`src/rtl/fbq_pkg.sv`:
```
// Frame buffer queue package: operation and status codes, item types, defaults.
// No dependencies; imported by every module of the frame buffer queue.
package fbq_pkg;

  localparam int DEPTH_DEF    = 16;
  localparam int ID_WIDTH_DEF = 8;
  localparam int FRAME_ID_W   = 8;
  localparam int OCC_W        = 5;

  // operation codes carried in the mode field
  typedef enum logic [3:0] {
    MODE_PUT_TAIL     = 4'd0,
    MODE_PUT_HEAD     = 4'd1,
    MODE_GET_HEAD     = 4'd2,
    MODE_GET_UNLOCKED = 4'd3,
    MODE_GET_ID       = 4'd4,
    MODE_PEEK         = 4'd5,
    MODE_COUNT        = 4'd6,
    MODE_FLUSH        = 4'd7,
    MODE_SET_LOCK     = 4'd8
  } mode_t;

  typedef enum logic [1:0] {
    ST_OK    = 2'd0,
    ST_EMPTY = 2'd1,
    ST_DUP   = 2'd2,
    ST_FULL  = 2'd3
  } status_t;

  typedef struct packed {
    logic [3:0]            mode;
    logic [FRAME_ID_W-1:0] frame_id;
    logic                  lock_flag;
  } fbq_in_t;

  typedef struct packed {
    logic [1:0]            status;
    logic [FRAME_ID_W-1:0] out_frame_id;
    logic                  out_locked;
    logic [OCC_W-1:0]      occupancy;
  } fbq_out_t;

endpackage

```
`src/rtl/fbq_store.sv`:
```
// Slot store: ids and locked flags, one write port and one registered read port.
// Depends on fbq_pkg.
module fbq_store
  import fbq_pkg::*;
#(
  parameter int DEPTH    = DEPTH_DEF,
  parameter int ID_WIDTH = ID_WIDTH_DEF
) (
  input  logic                     clk,
  input  logic                     we,
  input  logic [$clog2(DEPTH)-1:0] wr_addr,
  input  logic [ID_WIDTH-1:0]      wr_id,
  input  logic                     wr_lk,
  input  logic [$clog2(DEPTH)-1:0] rd_addr,
  output logic [ID_WIDTH-1:0]      rd_id,
  output logic                     rd_lk
);

  logic [ID_WIDTH-1:0] ids [DEPTH];
  logic                lks [DEPTH];

  always_ff @(posedge clk) begin
    if (we) begin
      ids[wr_addr] <= wr_id;
      lks[wr_addr] <= wr_lk;
    end
    rd_id <= ids[rd_addr];
    rd_lk <= lks[rd_addr];
  end

endmodule

```
`src/rtl/fbq_seq.sv`:
```
// Queue sequencer: walks the slot store one entry per cycle with a shared
// comparator, shifts entries to open or close gaps. Depends on fbq_pkg, fbq_store.
module fbq_seq
  import fbq_pkg::*;
#(
  parameter int DEPTH    = DEPTH_DEF,
  parameter int ID_WIDTH = ID_WIDTH_DEF
) (
  input  logic     clk,
  input  logic     rst,
  input  logic     start,
  input  fbq_in_t  start_item,
  output logic     idle,
  output logic     res_valid,
  input  logic     res_take,
  output fbq_out_t res_item
);

  localparam int AW    = $clog2(DEPTH);
  localparam int CNT_W = $clog2(DEPTH + 1);

  typedef enum logic [2:0] {
    S_IDLE, S_SCAN, S_SHDN, S_SHUP, S_HEADWR, S_DONE
  } state_t;

  state_t              state;
  logic [3:0]          op;
  logic [ID_WIDTH-1:0] key_id;
  logic                key_lk;
  logic [CNT_W-1:0]    cnt;
  logic [CNT_W-1:0]    idx;
  logic [CNT_W-1:0]    rd_pos;
  logic                rd_vld;
  logic                primed;
  status_t             res_status;
  logic [ID_WIDTH-1:0] res_id;
  logic                res_lk;

  logic [AW-1:0]       rd_addr;
  logic [ID_WIDTH-1:0] rd_id;
  logic                rd_lk;
  logic                we;
  logic [AW-1:0]       wr_addr;
  logic [ID_WIDTH-1:0] wr_id;
  logic                wr_lk;
  logic                hit;
  logic                full;
  logic [CNT_W-1:0]    pos_dn;
  logic [CNT_W-1:0]    pos_up;
  logic [ID_WIDTH+FRAME_ID_W-1:0] id_in_wide;
  logic [ID_WIDTH+FRAME_ID_W-1:0] id_out_wide;
  logic [CNT_W+OCC_W-1:0]         occ_wide;

  fbq_store #(.DEPTH(DEPTH), .ID_WIDTH(ID_WIDTH)) u_store (
    .clk     (clk),
    .we      (we),
    .wr_addr (wr_addr),
    .wr_id   (wr_id),
    .wr_lk   (wr_lk),
    .rd_addr (rd_addr),
    .rd_id   (rd_id),
    .rd_lk   (rd_lk)
  );

  assign full    = (cnt >= CNT_W'(DEPTH));
  assign pos_dn  = rd_pos - 1'b1;
  assign pos_up  = rd_pos + 1'b1;
  assign rd_addr = (idx < CNT_W'(DEPTH)) ? idx[AW-1:0] : '0;

  // shared comparator
  always_comb begin
    priority case (op)
      MODE_GET_UNLOCKED:       hit = !rd_lk;
      MODE_GET_HEAD, MODE_PEEK: hit = 1'b1;
      default:                 hit = (rd_id == key_id);
    endcase
  end

  // store write port
  always_comb begin
    we      = 1'b0;
    wr_addr = '0;
    wr_id   = key_id;
    wr_lk   = key_lk;
    unique case (state)
      S_SCAN: begin
        if (primed && !rd_vld && op == MODE_PUT_TAIL && !full) begin
          we      = 1'b1;
          wr_addr = cnt[AW-1:0];
        end else if (primed && rd_vld && hit && op == MODE_SET_LOCK) begin
          we      = 1'b1;
          wr_addr = rd_pos[AW-1:0];
          wr_id   = rd_id;
        end
      end
      S_SHDN: begin
        if (rd_vld) begin
          we      = 1'b1;
          wr_addr = pos_dn[AW-1:0];
          wr_id   = rd_id;
          wr_lk   = rd_lk;
        end
      end
      S_SHUP: begin
        if (primed) begin
          we      = 1'b1;
          wr_addr = pos_up[AW-1:0];
          wr_id   = rd_id;
          wr_lk   = rd_lk;
        end
      end
      S_HEADWR: begin
        we = 1'b1;
      end
      default: ;
    endcase
  end

  assign id_in_wide = {{ID_WIDTH{1'b0}}, start_item.frame_id};

  always_ff @(posedge clk) begin
    if (rst) begin
      state  <= S_IDLE;
      cnt    <= '0;
      primed <= 1'b0;
    end else begin
      unique case (state)
        S_IDLE: begin
          if (start) begin
            op         <= start_item.mode;
            key_id     <= id_in_wide[ID_WIDTH-1:0];
            key_lk     <= start_item.lock_flag;
            idx        <= '0;
            primed     <= 1'b0;
            res_status <= ST_OK;
            res_id     <= '0;
            res_lk     <= 1'b0;
            unique case (start_item.mode)
              MODE_PUT_TAIL, MODE_GET_HEAD, MODE_GET_UNLOCKED,
              MODE_GET_ID, MODE_PEEK, MODE_SET_LOCK: begin
                state <= S_SCAN;
              end
              MODE_PUT_HEAD: begin
                if (full) begin
                  res_status <= ST_FULL;
                  state      <= S_DONE;
                end else if (cnt == '0) begin
                  state <= S_HEADWR;
                end else begin
                  idx   <= cnt - 1'b1;
                  state <= S_SHUP;
                end
              end
              MODE_FLUSH: begin
                cnt   <= '0;
                state <= S_DONE;
              end
              default: state <= S_DONE;
            endcase
          end
        end
        S_SCAN: begin
          primed <= 1'b1;
          idx    <= idx + 1'b1;
          rd_pos <= idx;
          rd_vld <= (idx < cnt);
          if (primed) begin
            if (!rd_vld) begin
              if (op == MODE_PUT_TAIL) begin
                if (full) res_status <= ST_FULL;
                else      cnt        <= cnt + 1'b1;
              end else begin
                res_status <= ST_EMPTY;
              end
              state <= S_DONE;
            end else if (hit) begin
              priority case (op)
                MODE_PUT_TAIL: begin
                  res_status <= ST_DUP;
                  state      <= S_DONE;
                end
                MODE_PEEK: begin
                  res_id <= rd_id;
                  res_lk <= rd_lk;
                  state  <= S_DONE;
                end
                MODE_SET_LOCK: begin
                  res_id <= key_id;
                  res_lk <= key_lk;
                  state  <= S_DONE;
                end
                default: begin
                  res_id <= rd_id;
                  res_lk <= rd_lk;
                  state  <= S_SHDN;
                end
              endcase
            end
          end
        end
        S_SHDN: begin
          idx    <= idx + 1'b1;
          rd_pos <= idx;
          rd_vld <= (idx < cnt);
          if (!rd_vld) begin
            cnt   <= cnt - 1'b1;
            state <= S_DONE;
          end
        end
        S_SHUP: begin
          primed <= 1'b1;
          idx    <= idx - 1'b1;
          rd_pos <= idx;
          if (primed && rd_pos == '0) state <= S_HEADWR;
        end
        S_HEADWR: begin
          cnt   <= cnt + 1'b1;
          state <= S_DONE;
        end
        S_DONE: begin
          if (res_take) state <= S_IDLE;
        end
        default: state <= S_IDLE;
      endcase
    end
  end

  assign idle        = (state == S_IDLE);
  assign res_valid   = (state == S_DONE);
  assign id_out_wide = {{FRAME_ID_W{1'b0}}, res_id};
  assign occ_wide    = {{OCC_W{1'b0}}, cnt};

  always_comb begin
    res_item.status       = res_status;
    res_item.out_frame_id = id_out_wide[FRAME_ID_W-1:0];
    res_item.out_locked   = res_lk;
    res_item.occupancy    = occ_wide[OCC_W-1:0];
  end

  a_cnt_bound: assert property (@(posedge clk) disable iff (rst)
    cnt <= CNT_W'(DEPTH))
    else $error("entry count above depth");

  a_start_idle: assert property (@(posedge clk) disable iff (rst)
    start |-> state == S_IDLE)
    else $error("item started while busy");

  a_remove_dec: assert property (@(posedge clk) disable iff (rst)
    (state == S_SHDN && !rd_vld) |=> cnt == $past(cnt) - 1'b1)
    else $error("removal did not drop count by one");

  a_dup_put: assert property (@(posedge clk) disable iff (rst)
    (state == S_DONE && res_status == ST_DUP) |-> op == MODE_PUT_TAIL)
    else $error("duplicate status on an operation other than put tail");

  a_shdn_pos: assert property (@(posedge clk) disable iff (rst)
    (state == S_SHDN && rd_vld) |-> rd_pos != '0)
    else $error("gap close would write below the head");

endmodule

```
`src/rtl/frame_buffer_queue.sv`:
```
// Frame buffer queue top level: input item capture, sequencer, result register.
// Depends on fbq_pkg, fbq_seq (which holds fbq_store).
//
//   channel  | handshake            | payload
//   ---------+----------------------+---------------------------------------------
//   input    | in_valid / in_stall  | in_item  : mode, frame_id, lock_flag
//   result   | out_valid / out_stall| out_item : status, out_frame_id, out_locked,
//            |                      |            occupancy
//
// One item at a time. A scan reads one slot per cycle through the store's
// registered read port, so a lookup busies the sequencer until it hits or reads
// past the last entry. A removal keeps stepping past the hit to close the gap
// and a put at head shifts every entry up. Count, flush and unknown modes
// finish without a scan.
// in_stall is high whenever the sequencer is busy.
// The result register lets the next item start while a result waits on
// out_stall; a finished item holds in the sequencer until the register frees.
// rst (synchronous) empties the queue; slot contents are not cleared.
module frame_buffer_queue
  import fbq_pkg::*;
#(
  parameter int DEPTH    = DEPTH_DEF,
  parameter int ID_WIDTH = ID_WIDTH_DEF
) (
  input  logic     clk,
  input  logic     rst,
  input  logic     in_valid,
  output logic     in_stall,
  input  fbq_in_t  in_item,
  output logic     out_valid,
  input  logic     out_stall,
  output fbq_out_t out_item
);

  logic     seq_idle;
  logic     start;
  logic     res_valid;
  logic     res_take;
  fbq_out_t res_item;

  // accept only while the sequencer is idle
  assign in_stall = !seq_idle;
  assign start    = in_valid && !in_stall;

  fbq_seq #(.DEPTH(DEPTH), .ID_WIDTH(ID_WIDTH)) u_seq (
    .clk        (clk),
    .rst        (rst),
    .start      (start),
    .start_item (in_item),
    .idle       (seq_idle),
    .res_valid  (res_valid),
    .res_take   (res_take),
    .res_item   (res_item)
  );

  // result register: load when empty or being drained this cycle
  assign res_take = res_valid && (!out_valid || !out_stall);

  always_ff @(posedge clk) begin
    if (rst) begin
      out_valid <= 1'b0;
    end else if (res_take) begin
      out_valid <= 1'b1;
    end else if (out_valid && !out_stall) begin
      out_valid <= 1'b0;
    end
  end

  always_ff @(posedge clk) begin
    if (res_take) begin
      out_item <= res_item;
    end
  end

endmodule
```
`config.mk`:
```
export PLATFORM = sky130hd
export DESIGN_NAME = frame_buffer_queue
export DESIGN_NICKNAME = d
export VERILOG_FILES = /design/src/rtl/fbq_pkg.sv /design/src/rtl/fbq_store.sv /design/src/rtl/fbq_seq.sv /design/src/rtl/frame_buffer_queue.sv
export SDC_FILE = /design/constraint.sdc
export NUM_CORES = 1
export LEC_CHECK = 0
export ABC_AREA = 0
export BUFFER_PORTS_ARGS = -buffer_cell sky130_fd_sc_hd__buf_2
export CORE_MARGIN = 5
export CORE_UTILIZATION = 66
export DETAILED_ROUTE_END_ITERATION = 7
export GPL_TIMING_DRIVEN = 0
export PLACE_DENSITY = 0.87
export SLEW_MARGIN = 0
export SYNTH_ARGS = -nofsm -noshare
export SYNTH_HDL_FRONTEND = slang
export SYNTH_SLANG_ARGS = --single-unit
```
`constraint.sdc`:
```
create_clock -name clk -period 9.2 [get_ports clk]
set_clock_uncertainty 0.15 [all_clocks]
set_input_delay 0.46 -clock clk [delete_from_list [all_inputs] [get_ports clk]]
set_output_delay 0.46 -clock clk [all_outputs]
set_load 0.01 [all_outputs]
```
==> reports/results.txt <==
run status - complete, no violations
dpl cells - 922
TNS Setup - 0 ns
DRT Pass-1 Iters - 5
final hold vios - 0
first-pass GRT wire length - 34400 um
ANT nets after route - 0
Die Y-Extent - 130 um
IO Port Bufs - 34
CP delay by family, top - simple AND/OR/NAND/NOR gates
Seq/Total Area, Yosys - 0.657
Clock Sinks - 214
Static Leak - 3.75 nW
Design Area, Final - 10700 sq um
Setup CP Type - reg -> reg
final critical-path share of the clock period - 0.416
Mapped Cells - 708
fmax - 0.261 GHz
nets - 805
Reg clk slew, reported paths - 0.06 ns
ys async rst share - 0
HPWL Detailed - 14800 um
slowest cell delay on critical path - 0.98 ns
post-synthesis cell type count - 63
Power Density - 283 nW/um^2
CTS-repair resized insts - 0
Critical Path AT - 3.79 ns
required time at the worst-slack endpoint - 9.16 ns
H-tree levels - 1
share of cells above drive strength 1 - 0.162
Cell Area, Synth - 9490 sq um
Layout area overhead - 13.2%
Placeable Area - 14000 sq um
largest net degree at the start of global routing - 17
Setup crit end kind - register
clk root buf - clkbuf_16
Post-synth EDFFs - 195
vias in the first global route - 6354
Tot GR Track Use - 0.265
Site Rows - 43
Placed Area - 9890 sq um
die span in x - 130 um
Residual DRC - 0
most frequent cells in the layout - edfxtp_1 (195), a21oi_1 (71), o21ai_0 (51)
worst rel slew slack - 0.133
wire per inst - 23.0 um
pre-CTS WS - 5.29 ns
via count - 6519
critical path launch point type - register
Filler Cell Count - 804
Worst-Margin Slew - 1.29 ns
CP max FO - 10
Yosys reg bits - 214
Avg Cell Area, Syn - 13.4 sq um
top_reg_cell synth - edfxtp_1
Ports - 35
Final Max Slew Viols - 0
CTS tree - done
Clock Latency Late Sink - 0.52 ns
Peak VDD IR - 0.000223 V
area of the die - 16900 sq um
most common cell after layout, fill and taps aside - edfxtp_1
Ys Warns - 0
Final Wtd Congestion - 1.02
max-cap violations - 0
number of buffers created by CTS - 22
slowest CP cell - nor3_1
Syn Nets - 738
final std cells w/o fill - 971
drt initial violations - 1035
multi-input combinational cell area - 3020 sq um
vias per std cell - 6.71
ANT cells - 0
initial core utilization - 0.678
total grt overflow - 0
CTS max path bufs - 3
RSZ-0062 raised after global routing - false
worst min path class - in -> reg
minimum clock period after layout - 3.83 ns
CP bufs+invs - 0
CP Cell Sequence - nor4b_4 > nand3_1 > nor4_4 > nor2_1 > a21bo_2 > nor3_1
Final Setup Violations - 0
Final Util - 0.768
PnR worst setup slack - 5.37 ns
Storage cell area - 6240 sq um
drt total wl - 22300 um
initial antenna violation count - 0
[metrics by stage]
step                      hold WS (ns)  total power, mW
after global placement           0.250             2.06
after floorplan                  0.250             1.85
after CTS                       0.0167             3.02
after detailed placement         0.255             2.10
final                           0.0303             3.04
after global routing            0.0276             3.16
[layer usage]
layer  up-vias  share of wire  track usage
met5         -              0            0
met3        79          0.092       0.0401
met2       377           0.49        0.438
met4         0          0.033       0.0813
met1      3197           0.39        0.371
li1       2866              -            -
[cell usage after synthesis, drive strengths merged, types with 2 or more instances]
cell | instances | share of area
a2111oi | 2 | 0.0018
a211oi | 4 | 0.0032
a21o | 4 | 0.0032
a21oi | 73 | 0.040
a221oi | 14 | 0.013
a22o | 2 | 0.0018
a22oi | 10 | 0.0079
a31oi | 3 | 0.0020
buf | 17 | 0.0092
clkbuf | 23 | 0.0091
dfxtp | 19 | 0.040
edfxtp | 195 | 0.62
ha | 12 | 0.016
inv | 18 | 0.0071
mux2 | 36 | 0.043
mux2i | 30 | 0.032
nand2 | 47 | 0.019
nand2b | 10 | 0.0066
nand3 | 19 | 0.010
nand4 | 2 | 0.0013
nor2 | 32 | 0.013
nor2b | 5 | 0.0033
nor3 | 11 | 0.0058
nor3b | 3 | 0.0024
nor4 | 3 | 0.0036
nor4b | 4 | 0.0069
nor4bb | 2 | 0.0021
o211ai | 2 | 0.0016
o21ai | 51 | 0.027
o221ai | 10 | 0.0099
o22ai | 2 | 0.0013
o2bb2ai | 2 | 0.0025
o32ai | 2 | 0.0018
or2 | 2 | 0.0013
or4 | 2 | 0.0024
xnor2 | 12 | 0.011
xor2 | 5 | 0.0046
[state kept, by name, summed over array words and instances (netlist names)]
| name | cells |
|---|---|
| u_seq.u_store.ids | 128 |
| out_item | 16 |
| u_seq.u_store.lks | 16 |
| u_seq.key_id | 8 |
| u_seq.res_id | 8 |
| u_seq.u_store.rd_id | 8 |
| u_seq.cnt | 5 |
| u_seq.idx | 5 |
| u_seq.rd_pos | 5 |
| u_seq.op | 4 |
| u_seq.state | 3 |
| u_seq.res_status | 2 |
| out_valid | 1 |
| u_seq.key_lk | 1 |
| u_seq.primed | 1 |
| u_seq.rd_vld | 1 |
| u_seq.res_lk | 1 |
| u_seq.u_store.rd_lk | 1 |
[final timing paths]
path	slack [ns]	from	depth (start not counted)	endpoint
min	0.03	in_item[9]	1	u_seq.op[0]
max	5.37	u_seq.op[1]	6	u_seq.u_store.lks[8]
min reg2reg	0.27	u_seq.res_id[0]	0	out_item[6]
max reg2reg	5.37	u_seq.op[1]	6	u_seq.u_store.lks[8]
[report_power, final]
group | internal (mW) | total (mW) | switching, mW
registers | 1.23 | 1.32 | 0.0806
logic | 0.270 | 0.806 | 0.536
clock network | 0.544 | 0.919 | 0.375
[logic make-up (layout without fill, tap and decap cells)]
logic type                 count (synthesis)  count (layout)  synth area share
AOI/OAI and AO/OA                        192             192             0.127
and+or+nand+nor                          148             148            0.0823
adders and majority gates                 13              13            0.0179
xor gates and xnor gates                  17              17            0.0157
buffers and inverters                     58             141            0.0254
muxes                                     66              66            0.0744
DFF                                      214             214             0.657
[cell type report]
| cell class | instances | area share |
|---|---|---|
| buffer | 40 | 0.0162 |
| clock buffer | 24 | 0.0539 |
| clock inverter | 16 | 0.0165 |
| inverter | 18 | 0.00629 |
| multi-input combinational | 436 | 0.281 |
| sequential | 214 | 0.581 |
| tap | 180 | 0.0210 |
| timing repair buffer | 43 | 0.0242 |
[what timing repair did]
action,in CTS,in global routing
setup buffers,0,0
hold endpoints to repair,9,0
hold buffers,9,0
No activity file was read; power rests on OpenSTA's default activity.
